[config.mk]
export PLATFORM = sky130hd
export DESIGN_NAME = pointer_click_drag_classifier
export DESIGN_NICKNAME = d
export VERILOG_FILES = /design/src/pcdc_pkg.sv /design/src/pointer_click_drag_classifier.sv /design/src/pcdc_ctrl.sv /design/src/pcdc_datapath.sv
export SDC_FILE = /design/constraint.sdc
export NUM_CORES = 1
export LEC_CHECK = 0
export BUFFER_PORTS_ARGS = -buffer_cell sky130_fd_sc_hd__buf_2
export CELL_PAD_IN_SITES_DETAIL_PLACEMENT = 1
export CELL_PAD_IN_SITES_GLOBAL_PLACEMENT = 1
export CORE_ASPECT_RATIO = 2
export CORE_MARGIN = 3
export CORE_UTILIZATION = 48
export CTS_CLUSTER_DIAMETER = 50
export DETAILED_ROUTE_END_ITERATION = 12
export PLACE_DENSITY = 0.86
export SETUP_SLACK_MARGIN = 0.2
export SLEW_MARGIN = 20
export SYNTH_ARGS = -nofsm -noshare
export SYNTH_HDL_FRONTEND = slang
export SYNTH_SLANG_ARGS = --single-unit
[constraint.sdc]
create_clock -name clk -period 10.2 [get_ports clk]
set_input_delay 2.55 -clock clk [delete_from_list [all_inputs] [get_ports clk]]
set_output_delay 2.55 -clock clk [all_outputs]
set_load 0.02 [all_outputs]
[src/pcdc_pkg.sv]
package pcdc_pkg;

  // Design sizes.
  localparam int BUTTON_COUNT = 3;
  localparam int COORD_BITS   = 16;
  localparam int THR_W        = 16;
  localparam int TIME_W       = 32;
  localparam int IDX_W        = (BUTTON_COUNT > 1) ? $clog2(BUTTON_COUNT) : 1;
  localparam int DIST_W       = (COORD_BITS + 1 > THR_W) ? COORD_BITS + 1 : THR_W;
  localparam int ADDR_W       = 3;
  localparam int DATA_W       = 32;

  // Operation codes of a request.
  localparam logic [1:0] OP_PRESS   = 2'd0;
  localparam logic [1:0] OP_RELEASE = 2'd1;
  localparam logic [1:0] OP_DOUBLE  = 2'd2;
  localparam logic [1:0] OP_MOVE    = 2'd3;

  localparam logic [1:0] BTN_NONE = 2'd3;

  // Gesture codes of a result.
  localparam logic [2:0] G_MOVE       = 3'd0;
  localparam logic [2:0] G_DRAG_START = 3'd1;
  localparam logic [2:0] G_DRAG       = 3'd2;
  localparam logic [2:0] G_DRAG_END   = 3'd3;
  localparam logic [2:0] G_CLICK      = 3'd4;
  localparam logic [2:0] G_DOUBLE     = 3'd5;

  // Register indexes, taken from paddr[2].
  localparam logic REG_THRESHOLD = 1'b0;
  localparam logic REG_DELAY     = 1'b1;

  localparam logic [THR_W-1:0]  THRESHOLD_RESET = 16'd4;
  localparam logic [TIME_W-1:0] DELAY_RESET     = 32'd300;

  typedef logic signed [COORD_BITS-1:0] coord_t;

  typedef struct packed {
    logic [1:0]  operation;
    logic [1:0]  button;
    coord_t      pos_x;
    coord_t      pos_y;
    logic [31:0] now_ms;
    logic        shift_held;
    logic        alt_held;
    logic        ctrl_held;
  } req_t;

  typedef struct packed {
    logic [2:0] gesture;
    logic [1:0] gesture_button;
    coord_t     out_x;
    coord_t     out_y;
    logic [2:0] modifier_code;
    logic       last_of_run;
  } rsp_t;

  typedef enum logic [1:0] {
    S_IDLE,
    S_SCAN,
    S_FINAL,
    S_OTHER
  } state_t;

  // Which result the datapath builds when it loads the output register.
  typedef enum logic [1:0] {
    EK_START,
    EK_FINAL,
    EK_OTHER
  } emit_kind_t;

  typedef struct packed {
    logic       load_in;
    logic       scan_clr;
    logic       scan_adv;
    logic       mark_drag;
    logic       apply;
    logic       emit;
    emit_kind_t kind;
  } cmd_t;

  typedef struct packed {
    logic       new_move;
    logic [1:0] op;
    logic       btn_ok;
    logic       held;
    logic       drag;
    logic       trig;
    logic       scan_last;
    logic       slot_free;
  } st_t;

  // Collapse the three modifier flags into one code.
  function automatic logic [2:0] mod_code(input logic s, input logic a, input logic c);
    logic [2:0] m;
    if (s && a && c)  m = 3'd7;
    else if (s && a)  m = 3'd4;
    else if (a && c)  m = 3'd5;
    else if (s && c)  m = 3'd6;
    else if (s)       m = 3'd1;
    else if (a)       m = 3'd2;
    else if (c)       m = 3'd3;
    else              m = 3'd0;
    return m;
  endfunction

endpackage

[src/pointer_click_drag_classifier.sv]
// Pointer click/drag classifier.
// Requests arrive on req_valid/req_ready/req_data (press, release, double click
// or move) and gestures leave on rsp_valid/rsp_ready/rsp_data, one result per
// handshake, the last result of a request marked by last_of_run.
// The APB port holds the drag distance threshold at address 0 and
// drag_delay_ms at address 4.
// A request is taken only while the controller is idle. A move walks the
// tracked buttons one per cycle while the output register can take each drag
// start, in S_SCAN, and then gives its final result in S_FINAL; it gives up
// to BUTTON_COUNT + 1 results. Press, release and double click are handled in
// S_OTHER, which loads a result into the output register where one is due.
// Every result goes through a single output register; when the receiver
// stalls with a result still held, the walk pauses at the next result and the
// block takes no new request until that walk is done.
// Reset clears all button marks, sets start points to -1 and start times to 0,
// restores the register defaults (threshold 4, delay 300) and empties the
// output register. No request is taken while reset is high.
module pointer_click_drag_classifier import pcdc_pkg::*; (
  input  logic              clk,
  input  logic              rst,
  input  logic              req_valid,
  output logic              req_ready,
  input  req_t              req_data,
  output logic              rsp_valid,
  input  logic              rsp_ready,
  output rsp_t              rsp_data,
  input  logic              psel,
  input  logic              penable,
  input  logic              pwrite,
  input  logic [ADDR_W-1:0] paddr,
  input  logic [DATA_W-1:0] pwdata,
  output logic [DATA_W-1:0] prdata,
  output logic              pready
);

  cmd_t cmd;
  st_t  st;

  assign pready = 1'b1;

  // Sequencer.
  pcdc_ctrl u_ctrl (
    .clk       (clk),
    .rst       (rst),
    .req_valid (req_valid),
    .req_ready (req_ready),
    .st        (st),
    .cmd       (cmd)
  );

  // Button state, comparators, registers and output stage.
  pcdc_datapath u_dp (
    .clk       (clk),
    .rst       (rst),
    .req_data  (req_data),
    .cmd       (cmd),
    .st        (st),
    .rsp_valid (rsp_valid),
    .rsp_ready (rsp_ready),
    .rsp_data  (rsp_data),
    .psel      (psel),
    .penable   (penable),
    .pwrite    (pwrite),
    .paddr     (paddr),
    .pwdata    (pwdata),
    .prdata    (prdata)
  );

endmodule

[src/pcdc_ctrl.sv]
module pcdc_ctrl import pcdc_pkg::*; (
  input  logic clk,
  input  logic rst,
  input  logic req_valid,
  output logic req_ready,
  input  st_t  st,
  output cmd_t cmd
);

  state_t state, state_next;
  logic   cand;

  // State register.
  always_ff @(posedge clk) begin
    if (rst) begin
      state <= S_IDLE;
    end else begin
      state <= state_next;
    end
  end

  // A scanned button starts a drag when it is pressed, not yet dragged and past a limit.
  assign cand = st.held && !st.drag && st.trig;

  // Next state and commands.
  always_comb begin
    state_next = state;
    req_ready  = 1'b0;
    cmd        = '{default: '0, kind: EK_OTHER};
    case (state)
      S_IDLE: begin
        req_ready = !rst;
        if (req_valid && !rst) begin
          cmd.load_in  = 1'b1;
          cmd.scan_clr = 1'b1;
          state_next   = st.new_move ? S_SCAN : S_OTHER;
        end
      end
      S_SCAN: begin
        if (cand) begin
          if (st.slot_free) begin
            cmd.emit      = 1'b1;
            cmd.kind      = EK_START;
            cmd.mark_drag = 1'b1;
            cmd.scan_adv  = 1'b1;
            if (st.scan_last) begin
              state_next = S_FINAL;
            end
          end
        end else begin
          cmd.scan_adv = 1'b1;
          if (st.scan_last) begin
            state_next = S_FINAL;
          end
        end
      end
      S_FINAL: begin
        if (st.slot_free) begin
          cmd.emit   = 1'b1;
          cmd.kind   = EK_FINAL;
          state_next = S_IDLE;
        end
      end
      S_OTHER: begin
        if (!st.btn_ok) begin
          state_next = S_IDLE;
        end else begin
          case (st.op)
            OP_PRESS: begin
              cmd.apply  = 1'b1;
              state_next = S_IDLE;
            end
            OP_RELEASE: begin
              if (!(st.held || st.drag)) begin
                state_next = S_IDLE;
              end else if (st.slot_free) begin
                cmd.emit   = 1'b1;
                cmd.apply  = 1'b1;
                state_next = S_IDLE;
              end
            end
            default: begin
              // Double click passes through.
              if (st.slot_free) begin
                cmd.emit   = 1'b1;
                state_next = S_IDLE;
              end
            end
          endcase
        end
      end
      default: begin
        state_next = S_IDLE;
      end
    endcase
  end

endmodule

[src/pcdc_datapath.sv]
module pcdc_datapath import pcdc_pkg::*; (
  input  logic              clk,
  input  logic              rst,
  input  req_t              req_data,
  input  cmd_t              cmd,
  output st_t               st,
  output logic              rsp_valid,
  input  logic              rsp_ready,
  output rsp_t              rsp_data,
  input  logic              psel,
  input  logic              penable,
  input  logic              pwrite,
  input  logic [ADDR_W-1:0] paddr,
  input  logic [DATA_W-1:0] pwdata,
  output logic [DATA_W-1:0] prdata
);

  req_t                    cur;
  logic [BUTTON_COUNT-1:0] held_mark;
  logic [BUTTON_COUNT-1:0] drag_mark;
  coord_t                  anchor_x [BUTTON_COUNT];
  coord_t                  anchor_y [BUTTON_COUNT];
  logic [TIME_W-1:0]       press_time [BUTTON_COUNT];
  logic [IDX_W-1:0]        idx;
  logic [IDX_W-1:0]        best_idx;
  logic [TIME_W-1:0]       best_t;
  logic                    best_found;
  logic [THR_W-1:0]        drag_distance;
  logic [TIME_W-1:0]       drag_delay_ms;

  logic [IDX_W-1:0]        rd_addr;
  logic                    held_rd;
  logic                    drag_rd;
  coord_t                  ax_rd;
  coord_t                  ay_rd;
  logic [TIME_W-1:0]       pt_rd;
  logic [TIME_W-1:0]       elapsed;
  logic [COORD_BITS:0]     dx;
  logic [COORD_BITS:0]     dy;
  logic [COORD_BITS:0]     adx;
  logic [COORD_BITS:0]     ady;
  logic                    eff_drag;
  logic                    cfg_wr;
  rsp_t                    res;

  // Latched request.
  always_ff @(posedge clk) begin
    if (cmd.load_in) begin
      cur <= req_data;
    end
  end

  // Configuration registers.
  assign cfg_wr = psel && penable && pwrite;

  always_ff @(posedge clk) begin
    if (rst) begin
      drag_distance <= THRESHOLD_RESET;
      drag_delay_ms <= DELAY_RESET;
    end else if (cfg_wr) begin
      if (paddr[2] == REG_THRESHOLD) begin
        drag_distance <= pwdata[THR_W-1:0];
      end else begin
        drag_delay_ms <= pwdata[TIME_W-1:0];
      end
    end
  end

  assign prdata = (paddr[2] == REG_DELAY) ? drag_delay_ms
                                          : {{(DATA_W-THR_W){1'b0}}, drag_distance};

  // A move walks the buttons by the scan index; other requests use their own button.
  assign rd_addr = (cur.operation == OP_MOVE) ? idx : IDX_W'(cur.button);
  assign held_rd = held_mark[rd_addr];
  assign drag_rd = drag_mark[rd_addr];
  assign ax_rd   = anchor_x[rd_addr];
  assign ay_rd   = anchor_y[rd_addr];
  assign pt_rd   = press_time[rd_addr];

  // Drag trigger: wrapped hold time or per-axis distance from the start point.
  assign elapsed = cur.now_ms - pt_rd;
  assign dx      = {cur.pos_x[COORD_BITS-1], cur.pos_x} - {ax_rd[COORD_BITS-1], ax_rd};
  assign dy      = {cur.pos_y[COORD_BITS-1], cur.pos_y} - {ay_rd[COORD_BITS-1], ay_rd};
  assign adx     = dx[COORD_BITS] ? (~dx + 1'b1) : dx;
  assign ady     = dy[COORD_BITS] ? (~dy + 1'b1) : dy;

  always_comb begin
    st.new_move  = (req_data.operation == OP_MOVE);
    st.op        = cur.operation;
    st.btn_ok    = (cur.button != BTN_NONE) && (32'(cur.button) < BUTTON_COUNT);
    st.held      = held_rd;
    st.drag      = drag_rd;
    st.trig      = (elapsed >= drag_delay_ms)
                || (DIST_W'(adx) >= DIST_W'(drag_distance))
                || (DIST_W'(ady) >= DIST_W'(drag_distance));
    st.scan_last = (idx == IDX_W'(BUTTON_COUNT - 1));
    st.slot_free = !rsp_valid || rsp_ready;
  end

  // Per-button state.
  always_ff @(posedge clk) begin
    if (rst) begin
      held_mark <= '0;
      drag_mark <= '0;
      for (int i = 0; i < BUTTON_COUNT; i++) begin
        anchor_x[i]   <= '1;
        anchor_y[i]   <= '1;
        press_time[i] <= '0;
      end
    end else begin
      if (cmd.mark_drag) begin
        drag_mark[rd_addr] <= 1'b1;
      end
      if (cmd.apply) begin
        if (cur.operation == OP_PRESS) begin
          held_mark[rd_addr]  <= 1'b1;
          anchor_x[rd_addr]   <= cur.pos_x;
          anchor_y[rd_addr]   <= cur.pos_y;
          press_time[rd_addr] <= cur.now_ms;
        end else begin
          held_mark[rd_addr] <= 1'b0;
          drag_mark[rd_addr] <= 1'b0;
        end
      end
    end
  end

  // Scan index and running pick of the latest started drag.
  assign eff_drag = drag_rd || cmd.mark_drag;

  always_ff @(posedge clk) begin
    if (rst) begin
      idx        <= '0;
      best_idx   <= '0;
      best_t     <= '0;
      best_found <= 1'b0;
    end else if (cmd.scan_clr) begin
      idx        <= '0;
      best_t     <= '0;
      best_found <= 1'b0;
    end else if (cmd.scan_adv) begin
      if (!st.scan_last) begin
        idx <= idx + 1'b1;
      end
      if (eff_drag && (pt_rd > best_t)) begin
        best_t     <= pt_rd;
        best_idx   <= idx;
        best_found <= 1'b1;
      end
    end
  end

  // Result builder.
  always_comb begin
    res.modifier_code = mod_code(cur.shift_held, cur.alt_held, cur.ctrl_held);
    res.out_x         = cur.pos_x;
    res.out_y         = cur.pos_y;
    res.last_of_run   = 1'b1;
    res.gesture_button = cur.button;
    res.gesture       = G_DOUBLE;
    case (cmd.kind)
      EK_START: begin
        res.gesture        = G_DRAG_START;
        res.gesture_button = 2'(idx);
        res.out_x          = ax_rd;
        res.out_y          = ay_rd;
        res.last_of_run    = 1'b0;
      end
      EK_FINAL: begin
        if (best_found) begin
          res.gesture        = G_DRAG;
          res.gesture_button = 2'(best_idx);
        end else begin
          res.gesture        = G_MOVE;
          res.gesture_button = BTN_NONE;
        end
      end
      default: begin
        if (cur.operation == OP_RELEASE) begin
          if (drag_rd) begin
            res.gesture = G_DRAG_END;
          end else begin
            res.gesture = G_CLICK;
            res.out_x   = ax_rd;
            res.out_y   = ay_rd;
          end
        end
      end
    endcase
  end

  // Output register.
  always_ff @(posedge clk) begin
    if (rst) begin
      rsp_valid <= 1'b0;
    end else if (cmd.emit) begin
      rsp_valid <= 1'b1;
    end else if (rsp_ready) begin
      rsp_valid <= 1'b0;
    end
  end

  always_ff @(posedge clk) begin
    if (cmd.emit) begin
      rsp_data <= res;
    end
  end

endmodule

==> results.md <==
* Number of global-route vias before repair at 22280
* Run status: complete, no violations
* R2r setup slk at 890 ps
* Clock root cell: clkbuf_16
* Hold Path Class: flop to flop
* Minimum clock period at 9308 ps
* DR iter-0 viols at 1159
* WP data required at 10530 ps
* PnR Total Power at 7.043 mW
* Total core area at 51970 um^2
* CTS tree: done
* Vias at 20110
* Synth top cells by count: nand2_1 (618), edfxtp_1 (368), inv_1 (180), ha_1 (165), a21oi_1 (124)
* Placed cell areas at 27070 um^2
* Setup ws final at 891.7 ps
* Clock share of power at 24.3%
* Layout cell share with drive strength beyond 1 at 11.54%
* Fin Clk Skew at 23.19 ps
* Pre-Repair DR Iteration Count at 5
* Final-report setup violation count at 0
* Achievable frequency at 0.1074 GHz
* Cts repair resizes at 0
* Initial antenna violation count at 1
* Core Rows at 118
* Die W at 168.2 um
* Clk slew on worst S/H paths at 70 ps
* Post-CTS Setup Inserts at 0
* Leading area contributor after synthesis: edfxtp_1
* Global-route wire length before repair at 122.3 mm
* P&R area growth vs syn at 13.07%
* Fin Setup TNS at 0 ps
* Startpoint types: flop
* Fin crit share at 91.26%
* Slew headroom at 28.54%
* Worst vdd ir at 0.0001700 V
* WL met2 at 44.44 mm
* DR DRC count at 0
* Dpl hpwl at 56.80 mm
* Synth Instances at 2568
* Die extent in y at 330.3 um
* Top post-synthesis cells by area: edfxtp_1 (44%), nand2_1 (9.2%), ha_1 (8.2%), dfxtp_1 (7.5%), mux2i_1 (2.7%)
* Routability congestion estimate at 0.9577
* RSZ-0062 raised after global routing: no
* Post-DRT Antenna Nets at 0
* Wl on met1 at 28.21 mm
* Total Die Area at 55550 um^2
* Register area share after synthesis at 51.22%
* Internal Pwr Total at 4.337 mW
* Number of flops mapped to enable cells by yosys at 368
* Avg Vias per Cell at 5.799
* Met3 routed WL at 2.910 mm
* I/O Pins at 189
* Final net count at 3053
* Seq cells post-synth at 462
* Clock tree buffer depth at 3
* Static leakage at 11.42 nW
* Initial Util at 48.58%
* H-tree Lvls at 2
* Worst slew pin tran at 1068 ps
* Cell with the most instances after synthesis: nand2_1
* Arr. time, crit path at 9640 ps
* Dominant synthesized flop cell: edfxtp_1
* Max-Cap Viols at 0
* Skew-Pair Late Insertion Delay at 580 ps
* Synth async-reset ratio at 0%
* Switching Power at 2.706 mW
* Grt ovf at 0
* Net Sw Frac at 38.42%
* GRT Overall Usage at 28.47%
* Cts bufs inserted at 44
* Hold buffers post-CTS at 0
* YS warnings at 0
* WS Path Type: flop to flop
* Port Buffers at 185
* Slew Limit Fails at 0
* Combinational fraction of design power at 43.3%
* Avg Cell Area, Syn at 9.832 um^2
* Final instance area at 28550 um^2
* Final hold slack at 460.0 ps
* Post-synth cell types at 85
* CP Capture Type: flop
* Slowest cell delay on critical path at 860 ps
* Slowest cell on the critical path: o311ai_0
* Synth top area share at 43.77%
* Reg power frac at 32.3%
* Drt wl/cell at 23.29 um
* Hold Vio Cnt, Final at 0
* PwrDens at 246.7 nW/um^2
* Cell area after synthesis at 25250 um^2
* Clock sink count at 462
* Total Wirelength at 80.76 mm
* CP Max Fanout at 32
* Top routing layer used: met4
* Worst slack at placement at 1090 ps
* Pin count of the biggest net entering global routing at 97
[final cells by class]
type,instances,area [um^2]
sequential,462,12930
inverter,181,680.7
multi-input combinational,1873,11480
tap,660,825.8
timing repair buffer,210,1155
clock inverter,20,251.5
fill,5841,23420
clock buffer,61,1217
antenna,1,2.502
[flip-flops by register name, summed over array words and instances, names as in the netlist, named ones only]
name                count
u_dp.anchor_x          64
u_dp.drag_distance     16
u_dp.best_found         1
u_ctrl.state            2
u_dp.best_idx           2
u_dp.drag_mark          3
u_dp.best_t            32
u_dp.idx                2
u_dp.st                 2
u_dp.anchor_y          64
u_dp.rsp_valid          1
u_dp.cur               69
u_dp.press_time       128
u_dp.drag_delay_ms     32
u_dp.rsp_data          41
[cell families (layout without fill, tap and decap cells)]
kind of cell    count (synthesis)  after routing  synth area share (%)
flops                         462            462                 51.22
buf+inv                       296            472                 4.614
mux                            73             73                 2.919
compound gates                421            421                 10.91
xor+xnor                       79             79                 2.770
other cells                     2             66               0.02974
fa+ha+maj                     169            169                 8.454
simple gates                 1066           1066                 19.08
[stage by stage]
| step | utilization (%) | cells |
|---|---|---|
| 4_1_cts | 54.91 | 3467 |
| 5_1_grt | 54.93 | 3467 |
| 3_3_place_gp | 52.08 | 3386 |
| 3_5_place_dp | 52.08 | 3386 |
| 6_report | 54.93 | 3468 |
| 2_1_floorplan | - | 2631 |
[final timing paths]
kind / start / endpoint / cells after the start
setup / recovery: u_dp.st[7] / u_dp.rsp_data[20] / 29
hold / removal: u_dp.drag_delay_ms[29] / u_dp.drag_delay_ms[29] / 2
setup reg to reg: u_dp.st[7] / u_dp.rsp_data[20] / 29
hold reg to reg: u_dp.drag_delay_ms[29] / u_dp.drag_delay_ms[29] / 2
[cell usage in the layout, fill, tap and decap left out, drive strengths merged, types with 8 or more instances in the layout]
master | Yosys | routed
a211o | 8 | 8
a211oi | 18 | 18
a21boi | 8 | 8
a21o | 53 | 53
a21oi | 125 | 125
a31oi | 54 | 54
and2 | 69 | 69
and3 | 78 | 78
buf | 18 | 210
clkbuf | 97 | 61
clkinv | 1 | 12
conb | 2 | 65
dfxtp | 94 | 94
edfxtp | 368 | 368
ha | 165 | 165
inv | 180 | 182
mux2i | 68 | 68
nand2 | 618 | 618
nand2b | 20 | 20
nand3 | 86 | 86
nand4 | 24 | 24
nor2 | 94 | 94
nor2b | 21 | 21
nor3 | 24 | 24
o211ai | 9 | 9
o21a | 28 | 28
o21ai | 62 | 62
o21bai | 12 | 12
or2 | 9 | 9
xnor2 | 57 | 57
xor2 | 22 | 22
[power by group through the flow]
stage	registers [mW]	clock network [mW]	logic [mW]
after floorplan	2.31	0	2.09
after global placement	2.31	0	2.86
after detailed placement	2.31	0	3.00
after CTS	2.28	1.74	3.04
after global routing	2.29	1.80	3.34
final	2.28	1.71	3.05
[per-layer routing]
layer	GRT usage, %	vias to the layer above
met5	0	-
met4	17.07	0
met3	3.057	248
met2	55.46	570
met1	28.59	9999
li1	-	9294
[critical path: cells and delay by family, from the launching register on]
| kind | cells | cell delay, ps |
|---|---|---|
| muxes | 1 | 350 |
| and+or+nand+nor | 7 | 2030 |
| AOI/OAI and AO/OA | 15 | 4780 |
| xor gates and xnor gates | 1 | 170 |
| DFF | 1 | 560 |
| adders and majority gates | 2 | 680 |
| buffers and inverters | 3 | 450 |
No activity file was read; power rests on OpenSTA's default activity.
